## config.mk

```make
export PLATFORM = sky130hd
export DESIGN_NAME = sorted_insert_priority_queue
export DESIGN_NICKNAME = d
export VERILOG_FILES = /design/src/sipq_pkg.sv /design/src/sipq_cell.sv /design/src/sorted_insert_priority_queue.sv
export SDC_FILE = /design/constraint.sdc
export NUM_CORES = 2
export LEC_CHECK = 0
export ABC_AREA = 1
export BUFFER_PORTS_ARGS = -buffer_cell sky130_fd_sc_hd__buf_2
export CORE_UTILIZATION = 45
export DETAILED_ROUTE_END_ITERATION = 6
export SETUP_SLACK_MARGIN = 0.15
export SLEW_MARGIN = 20
export SYNTH_ARGS = -nofsm -noshare
export SYNTH_HDL_FRONTEND = slang
export SYNTH_SLANG_ARGS = --single-unit
```

## constraint.sdc

```tcl
create_clock -name i_clk -period 8.51 [get_ports i_clk]
set_input_delay 1.702 -clock i_clk [delete_from_list [all_inputs] [get_ports i_clk]]
set_output_delay 1.702 -clock i_clk [all_outputs]
set_load 0.02 [all_outputs]
```

## src/sipq_pkg.sv

```systemverilog
`default_nettype none
package sipq_pkg;

    localparam int DEPTH     = 16;
    localparam int KEY_WIDTH = 32;
    localparam int CNT_W     = $clog2(DEPTH + 1);
    localparam int CAP_W     = 5;

    localparam logic REQ_INSERT = 1'b0;
    localparam logic REQ_REMOVE = 1'b1;

    localparam logic [1:0] ST_DONE  = 2'd0;
    localparam logic [1:0] ST_FULL  = 2'd1;
    localparam logic [1:0] ST_EMPTY = 2'd2;

    localparam logic CFG_CAPACITY = 1'b0;
    localparam logic CFG_ORDER    = 1'b1;

    typedef struct packed {
        logic        req_type;
        logic [31:0] key;
    } t_req;

    typedef struct packed {
        logic [31:0] front_key;
        logic [1:0]  status;
        logic [4:0]  entry_count;
    } t_rsp;

    typedef struct packed {
        logic                 ins;
        logic                 rem;
        logic                 mode;
        logic [KEY_WIDTH-1:0] key;
    } t_cell_ctl;

endpackage
`default_nettype wire

```

## src/sipq_cell.sv

```systemverilog
`default_nettype none
module sipq_cell
    import sipq_pkg::*;
(
    input  wire                  i_clk,
    input  t_cell_ctl            i_ctl,
    input  wire                  i_valid,
    input  wire                  i_s_left,
    input  wire                  i_s_in,
    input  wire [KEY_WIDTH-1:0]  i_prev,
    input  wire [KEY_WIDTH-1:0]  i_next,
    output logic                 o_s_out,
    output logic [KEY_WIDTH-1:0] o_entry
);

    logic [KEY_WIDTH-1:0] r_entry;
    logic [KEY_WIDTH-1:0] n_entry;
    logic                 below;

    // held entry ranks below the new key under the current order
    assign below   = i_ctl.mode ? (r_entry > i_ctl.key) : (r_entry < i_ctl.key);
    // everything from this cell to the tail gives way to the new key
    assign o_s_out = !i_valid || (below && i_s_in);
    assign o_entry = r_entry;

    always_comb begin
        n_entry = r_entry;
        if (i_ctl.ins) begin
            if (i_s_left) begin
                n_entry = i_prev;
            end else if (o_s_out) begin
                n_entry = i_ctl.key;
            end
        end else if (i_ctl.rem) begin
            n_entry = i_next;
        end
    end

    always_ff @(posedge i_clk) begin
        r_entry <= n_entry;
    end

endmodule
`default_nettype wire

```

## src/sorted_insert_priority_queue.sv

```systemverilog
`default_nettype none
// Sorted priority queue built as a row of key cells.
// Request channel: i_start with i_req {req_type, key}; taken when i_start is
// high and o_busy is low. o_busy is high only while reset is held; otherwise
// a request is taken every cycle.
// Response: o_valid strobes for one cycle, in the cycle after the request, with
// o_rsp {front_key, status, entry_count}. There is no backpressure on the
// response side; the receiver must take it in that cycle.
// Insert: the key takes its ordered place, the cells behind it shift back in
// the same cycle. Remove: cell 0 is returned and all cells shift forward.
// Throughput 1 request per cycle; the rank chain across the cells sets
// the critical path.
// Config channel: i_cfg_valid/o_cfg_ready with i_cfg_index, i_cfg_data.
// Index 0 capacity in use (clamped to the built depth), index 1 order mode
// (0 largest first, 1 smallest first). Write only while idle.
// Reset (synchronous, active low) empties the queue, capacity goes to 16,
// order mode to 0. Key storage is not cleared.
module sorted_insert_priority_queue
    import sipq_pkg::*;
(
    input  wire        i_clk,
    input  wire        i_rst_n,
    input  wire        i_start,
    input  t_req       i_req,
    output logic       o_busy,
    output logic       o_valid,
    output t_rsp       o_rsp,
    input  wire        i_cfg_valid,
    output logic       o_cfg_ready,
    input  wire        i_cfg_index,
    input  wire [4:0]  i_cfg_data
);

    logic [CNT_W-1:0] r_count;
    logic [CNT_W-1:0] n_count;
    logic [CAP_W-1:0] r_cap;
    logic             r_mode;
    logic             r_valid;
    t_rsp             r_rsp;
    t_rsp             n_rsp;

    logic [CAP_W-1:0] cap_eff;
    logic             full;
    logic             accept;
    t_cell_ctl        ctl;

    logic [DEPTH:0]     s_chain;
    logic [DEPTH-1:0]   cell_valid;
    logic [KEY_WIDTH-1:0] entries [DEPTH];

    assign o_busy      = !i_rst_n;
    assign o_cfg_ready = 1'b1;
    assign o_valid     = r_valid;
    assign o_rsp       = r_rsp;
    assign accept      = i_start && !o_busy;

    assign cap_eff = (r_cap > CAP_W'(DEPTH)) ? CAP_W'(DEPTH) : r_cap;
    assign full    = (32'(r_count) >= 32'(cap_eff));

    assign ctl.ins  = accept && (i_req.req_type == REQ_INSERT) && !full;
    assign ctl.rem  = accept && (i_req.req_type == REQ_REMOVE) && (r_count != '0);
    assign ctl.mode = r_mode;
    assign ctl.key  = KEY_WIDTH'(i_req.key);

    assign s_chain[DEPTH] = 1'b1;

    genvar g;
    generate
        for (g = 0; g < DEPTH; g++) begin : g_cell
            logic                 s_left;
            logic [KEY_WIDTH-1:0] prev_e;
            logic [KEY_WIDTH-1:0] next_e;

            assign cell_valid[g] = (r_count > CNT_W'(g));
            if (g == 0) begin : g_head
                assign s_left = 1'b0;
                assign prev_e = '0;
            end else begin : g_body
                assign s_left = s_chain[g-1];
                assign prev_e = entries[g-1];
            end
            if (g == DEPTH - 1) begin : g_tail
                assign next_e = '0;
            end else begin : g_mid
                assign next_e = entries[g+1];
            end

            sipq_cell u_cell (
                .i_clk    (i_clk),
                .i_ctl    (ctl),
                .i_valid  (cell_valid[g]),
                .i_s_left (s_left),
                .i_s_in   (s_chain[g+1]),
                .i_prev   (prev_e),
                .i_next   (next_e),
                .o_s_out  (s_chain[g]),
                .o_entry  (entries[g])
            );
        end
    endgenerate

    always_comb begin
        n_count = r_count;
        n_rsp   = '0;
        if (ctl.ins) begin
            n_count = r_count + CNT_W'(1);
        end else if (ctl.rem) begin
            n_count         = r_count - CNT_W'(1);
            n_rsp.front_key = 32'(entries[0]);
        end
        if (accept) begin
            if (i_req.req_type == REQ_INSERT && full) begin
                n_rsp.status = ST_FULL;
            end else if (i_req.req_type == REQ_REMOVE && r_count == '0) begin
                n_rsp.status = ST_EMPTY;
            end else begin
                n_rsp.status = ST_DONE;
            end
        end
        n_rsp.entry_count = 5'(n_count);
    end

    always_ff @(posedge i_clk) begin
        if (!i_rst_n) begin
            r_count <= '0;
            r_cap   <= CAP_W'(16);
            r_mode  <= 1'b0;
            r_valid <= 1'b0;
        end else begin
            r_count <= n_count;
            r_valid <= accept;
            if (i_cfg_valid && o_cfg_ready) begin
                unique case (i_cfg_index)
                    CFG_CAPACITY: r_cap  <= i_cfg_data;
                    CFG_ORDER:    r_mode <= i_cfg_data[0];
                    default:      r_mode <= r_mode;
                endcase
            end
        end
        r_rsp <= n_rsp;
    end

    a_count_bound: assert property (@(posedge i_clk) disable iff (!i_rst_n)
        r_count <= CNT_W'(DEPTH))
        else $error("entry count above depth");

    a_strobe: assert property (@(posedge i_clk) disable iff (!i_rst_n)
        accept |=> o_valid)
        else $error("missing response strobe");

    a_full_hold: assert property (@(posedge i_clk) disable iff (!i_rst_n)
        (accept && i_req.req_type == REQ_INSERT && full) |=> $stable(r_count))
        else $error("dropped insert changed count");

    a_empty_zero: assert property (@(posedge i_clk) disable iff (!i_rst_n)
        (o_valid && o_rsp.status == ST_EMPTY) |->
            (o_rsp.front_key == '0 && o_rsp.entry_count == '0))
        else $error("empty remove returned data");

endmodule
`default_nettype wire
```

==> results list <==
* Outcome: complete, but fails checks
- Violations in the final reports: DRC
- Leading cell type in the layout, fill and taps excluded: o21ai_0
- Final Cell Area: 0.0433 sq mm
* Port Buffers: 83
- R2R Path End: g_cell[0].u_cell.o_entry[2]$_DFFE_PP_
- Post-synthesis cell type count: 56
- Cell area after synthesis: between 0.03 and 0.04 sq mm
- Multi-input logic area: about 0.02 sq mm
* Total setup violations reported at the end of the flow: 0
* Power per unit of standard cell area: roughly 180 mW/mm^2
- The slowest stage of the critical path belongs to the cell nor4_1.
* Post CTS Setup Buffer Count: 0
* Routed WL: ~120,000 um
- The number of clock buffers added by TritonCTS is between 60 and 70.
* Main flop type after synthesis: edfxtp_1
- Sum of overflow across all layers after global routing: 0
- Num Clock Sinks: ~560
- The largest single stage delay on the critical path is between 0.6 and 0.7 ns.
* Clock latency on the worst-skew pair: 0.63 ns
- In this run the worst path has a maximum fanout of 36.
* Vias: approximately 33,000
- Worst-case clock skew: around 0.024 ns
- The floorplan step set the die height to between 200 and 300 um.
- After filler insertion, the fill cell instance count of the layout stands at slightly above 8,000.
- Gr usage total: 0.255
* Unrepaired setup endpoints after global routing: false
* HPWL after detailed placement: 83,800 um
- Hold_buf cts: 0
- Number of antenna violations at the first check in global routing: 7
- Entering global routing, the biggest net connects 150 pins.
* Resize count post-CTS: 0
- Clk Tree Root Cell: clkbuf_16
- The number of cells on the worst reg-to-reg path is 37.
* Mean instance size in the synthesized netlist: 8.45 sq um
- Once detail routing completed, the nets flagged for antenna violations numbered 0.
- Crit share post-route: 0.813
- Using the TritonRoute via totals, the vias-per-cell ratio works out to between 5 and 6.
- The floorplan has 108 rows.
* Final sum of negative setup slack: 0 ns
* Placed Area: 0.0411 sq mm
- The worst setup path is of the in2reg kind.
* Critical path origin: i_req[7]
- The area growth from synthesis to layout is 9.39%.
* Most frequent cells in the layout: o21ai_0 (861), inv_1 (633), a21oi_1 (632)
* Nature of the critical path endpoint: flip-flop
- Net count, final: roughly 5,200
* Max IR drop VDD: ~0.14 mV
* Number of cells in the finished layout apart from fillers: approximately 6,000
- Syn_nets: approximately 5,200
- Die outline area: ~0.09 sq mm
* Total core area: 0.0869 sq mm
- The worst path in the final design needs a cycle of between 6 and 7 ns, including I/O delays and setup.
* Area share of fa/ha/maj cells after synthesis: 0.165
- In the global route stage, met3 resource usage came out at 0.0312.
- Based on the critical path, the design can be clocked at up to about 140 MHz.
- Startpoint types: primary input
- For this design the static power due to leakage is 18.9 nW.
- The count of pins over their slew limit was 0.
* Detail-routed net length per standard cell: around 20 um
- TritonCTS built the clock tree.
* Number of warning messages in the yosys log: 0
- Synthesized-area fraction occupied by xor and xnor cells: 0.000664
* Fraction of layout instances using a drive strength above 1: 0.0671
* Critical path's top delay family: simple AND/OR/NAND/NOR gates
- Counting buffers and inverters, the worst setup path is 41 cells deep.
* Max Cap Viol: 0
* Detailed Route Iter0 Violations: around 3,000
- Via count of the first global-routing pass: approximately 32,000
- Most repeated library cell on the critical path: nand2_1
* Sequential cell area fraction in the yosys report: 0.414
- The pre-antenna-repair detailed-routing pass consisted of 7 iterations.
- Drc violations: 2
- Of the total synthesized cell area, the portion taken by AND, OR, NAND and NOR gates is 0.109.
- Rel. slew slack: 0.324
- Count of placed standard cells including taps: roughly 5,700
- Required time worst endpoint: between 8 and 9 ns
- Max clock buf depth: 3
* Worst setup endpoint: g_cell[0].u_cell.o_entry[2]$_DFFE_PP_
- The first global-routing pass estimated between 150,000 and 200,000 um of wire.
* RePlAce Congestion: about 0.86
- Across all register-to-register paths, the minimum setup slack is 2.86 ns.
- Number of top-level design ports: 85
- Post-synth ARST share: 0
* Area of all sequential standard cells: 0.0164 sq mm
- Htree depth: 3
- For this configuration, the core starts out at a cell density of 0.455.
* Met2 capacity usage during global routing: 0.408
- Worst path bufs/invs: 4
* EDFF count, synth: between 500 and 600
* Number of instances in the synthesized netlist: roughly 4,700
- For this run, global-route usage on met1 was measured as 0.355.
- Die width: between 200 and 300 um
- The min-delay analysis places its worst path in the category reg2reg.
- For the worst setup path, the data arrival time is about 7.2 ns.
- The hold violation count in the final report is 0.
- In this run the critical register-to-register path is launched from r_count[0]$_SDFF_PN0_.
- Clock-pin slew was measured on the worst setup and hold paths at around 0.060 ns.
- Mux share of post-synthesis cell area: 0.000506
* Complex-gate fraction of the synthesized area: 0.222
- For the pin with the worst max-slew slack, the measured transition is 1.01 ns.
* Layer carrying the most global-route usage: met2
- Number of storage elements in the synthesis netlist: ~560
* Largest family of logic cells by synthesized area: compound AO/OA/AOI/OAI gates
-- kinds of logic after synthesis --
group	count (synthesis)
DFF	563
and+or+nand+nor	1009
adders and majority gates	522
AOI/OAI and AO/OA	1669
other	1
xor gates and xnor gates	3
muxes	2
buffers and inverters	910
-- stage by stage --
stage                     utilization  total power, mW  worst slack, ns  hold slack (ns)
after floorplan                     -             4.30             2.34            0.444
after global placement          0.473             4.70             1.03            0.472
after detailed placement        0.473             4.73            0.968            0.469
after CTS                       0.498             7.67             1.59            0.498
after global routing            0.498             7.98             1.04            0.537
final                           0.498             7.62             1.59            0.505
-- per-layer routing --
| layer | routed length (um) | up-vias |
|---|---|---|
| li1 | - | 16400 |
| met4 | 3640 | 4 |
| met1 | 53400 | 15200 |
| met5 | 23 | - |
| met2 | 52000 | 952 |
| met3 | 6170 | 172 |
-- Yosys cell counts, drive strengths merged, types with 2 or more instances --
master	n	area, sq um
a211oi	20	150
a21o	7	52.6
a21oi	633	3170
a221oi	6	52.6
a31oi	4	25.0
buf	53	284
clkbuf	205	769
clkinv	2	7.51
dfxtp	51	1020
edfxtp	512	15400
ha	522	6530
inv	650	2440
mux2i	2	20.0
nand2	577	2230
nand3	130	701
nand3b	3	22.5
nand4	45	282
nor2	204	768
nor3	27	135
nor4	17	113
o2111ai	3	26.3
o211ai	12	90.1
o21a	18	135
o21ai	867	4340
o21bai	37	278
o221a	2	22.5
o221ai	11	96.3
o22ai	32	200
o31ai	11	82.6
xor2	3	26.3
-- how the worst min path moves through the flow --
stage	startpoint	endpoint	slack (ns)	cells past startpoint
finish	r_cap[0]$_SDFFE_PN0P_	r_cap[0]$_SDFFE_PN0P_	0.50	2
global route	r_cap[0]$_SDFFE_PN0P_	r_cap[0]$_SDFFE_PN0P_	0.54	2
CTS	r_cap[0]$_SDFFE_PN0P_	r_cap[0]$_SDFFE_PN0P_	0.50	2
detailed placement	r_cap[0]$_SDFFE_PN0P_	r_cap[0]$_SDFFE_PN0P_	0.47	2
global placement	r_cap[0]$_SDFFE_PN0P_	r_cap[0]$_SDFFE_PN0P_	0.47	2
floorplan	r_cap[0]$_SDFFE_PN0P_	r_cap[0]$_SDFFE_PN0P_	0.44	2
-- final cells by class --
cell class                      count  area share
Antenna cell                        4    0.000231
Clock buffer                      103      0.0479
Clock inverter                     17     0.00298
Inverter                          652      0.0569
Multi-Input combinational cell   3206       0.455
Sequential cell                   563       0.379
Tap cell                         1155      0.0334
Timing Repair Buffer              168      0.0246
-- flip-flops by register name, summed over array words and instances (netlist names) --
name	cells
r_mode	1
o_valid	1
r_count	5
o_rsp	39
r_cap	5
g_cell.u_cell.o_entry	512
-- power breakdown --
group | internal, mW | switching [mW] | total [mW]
Sequential | 3.24 | 0.0924 | 3.34
Clock | 1.73 | 1.20 | 2.93
Combinational | 0.416 | 0.934 | 1.35
-- worst min-delay path, delay by kind of cell, from the launching register on --
kind | cells | cell delay, ns
buffers and inverters | 1 | 0.08
AOI/OAI and AO/OA | 1 | 0.07
DFF | 1 | 0.31
Power figures use the tool's default switching activity.
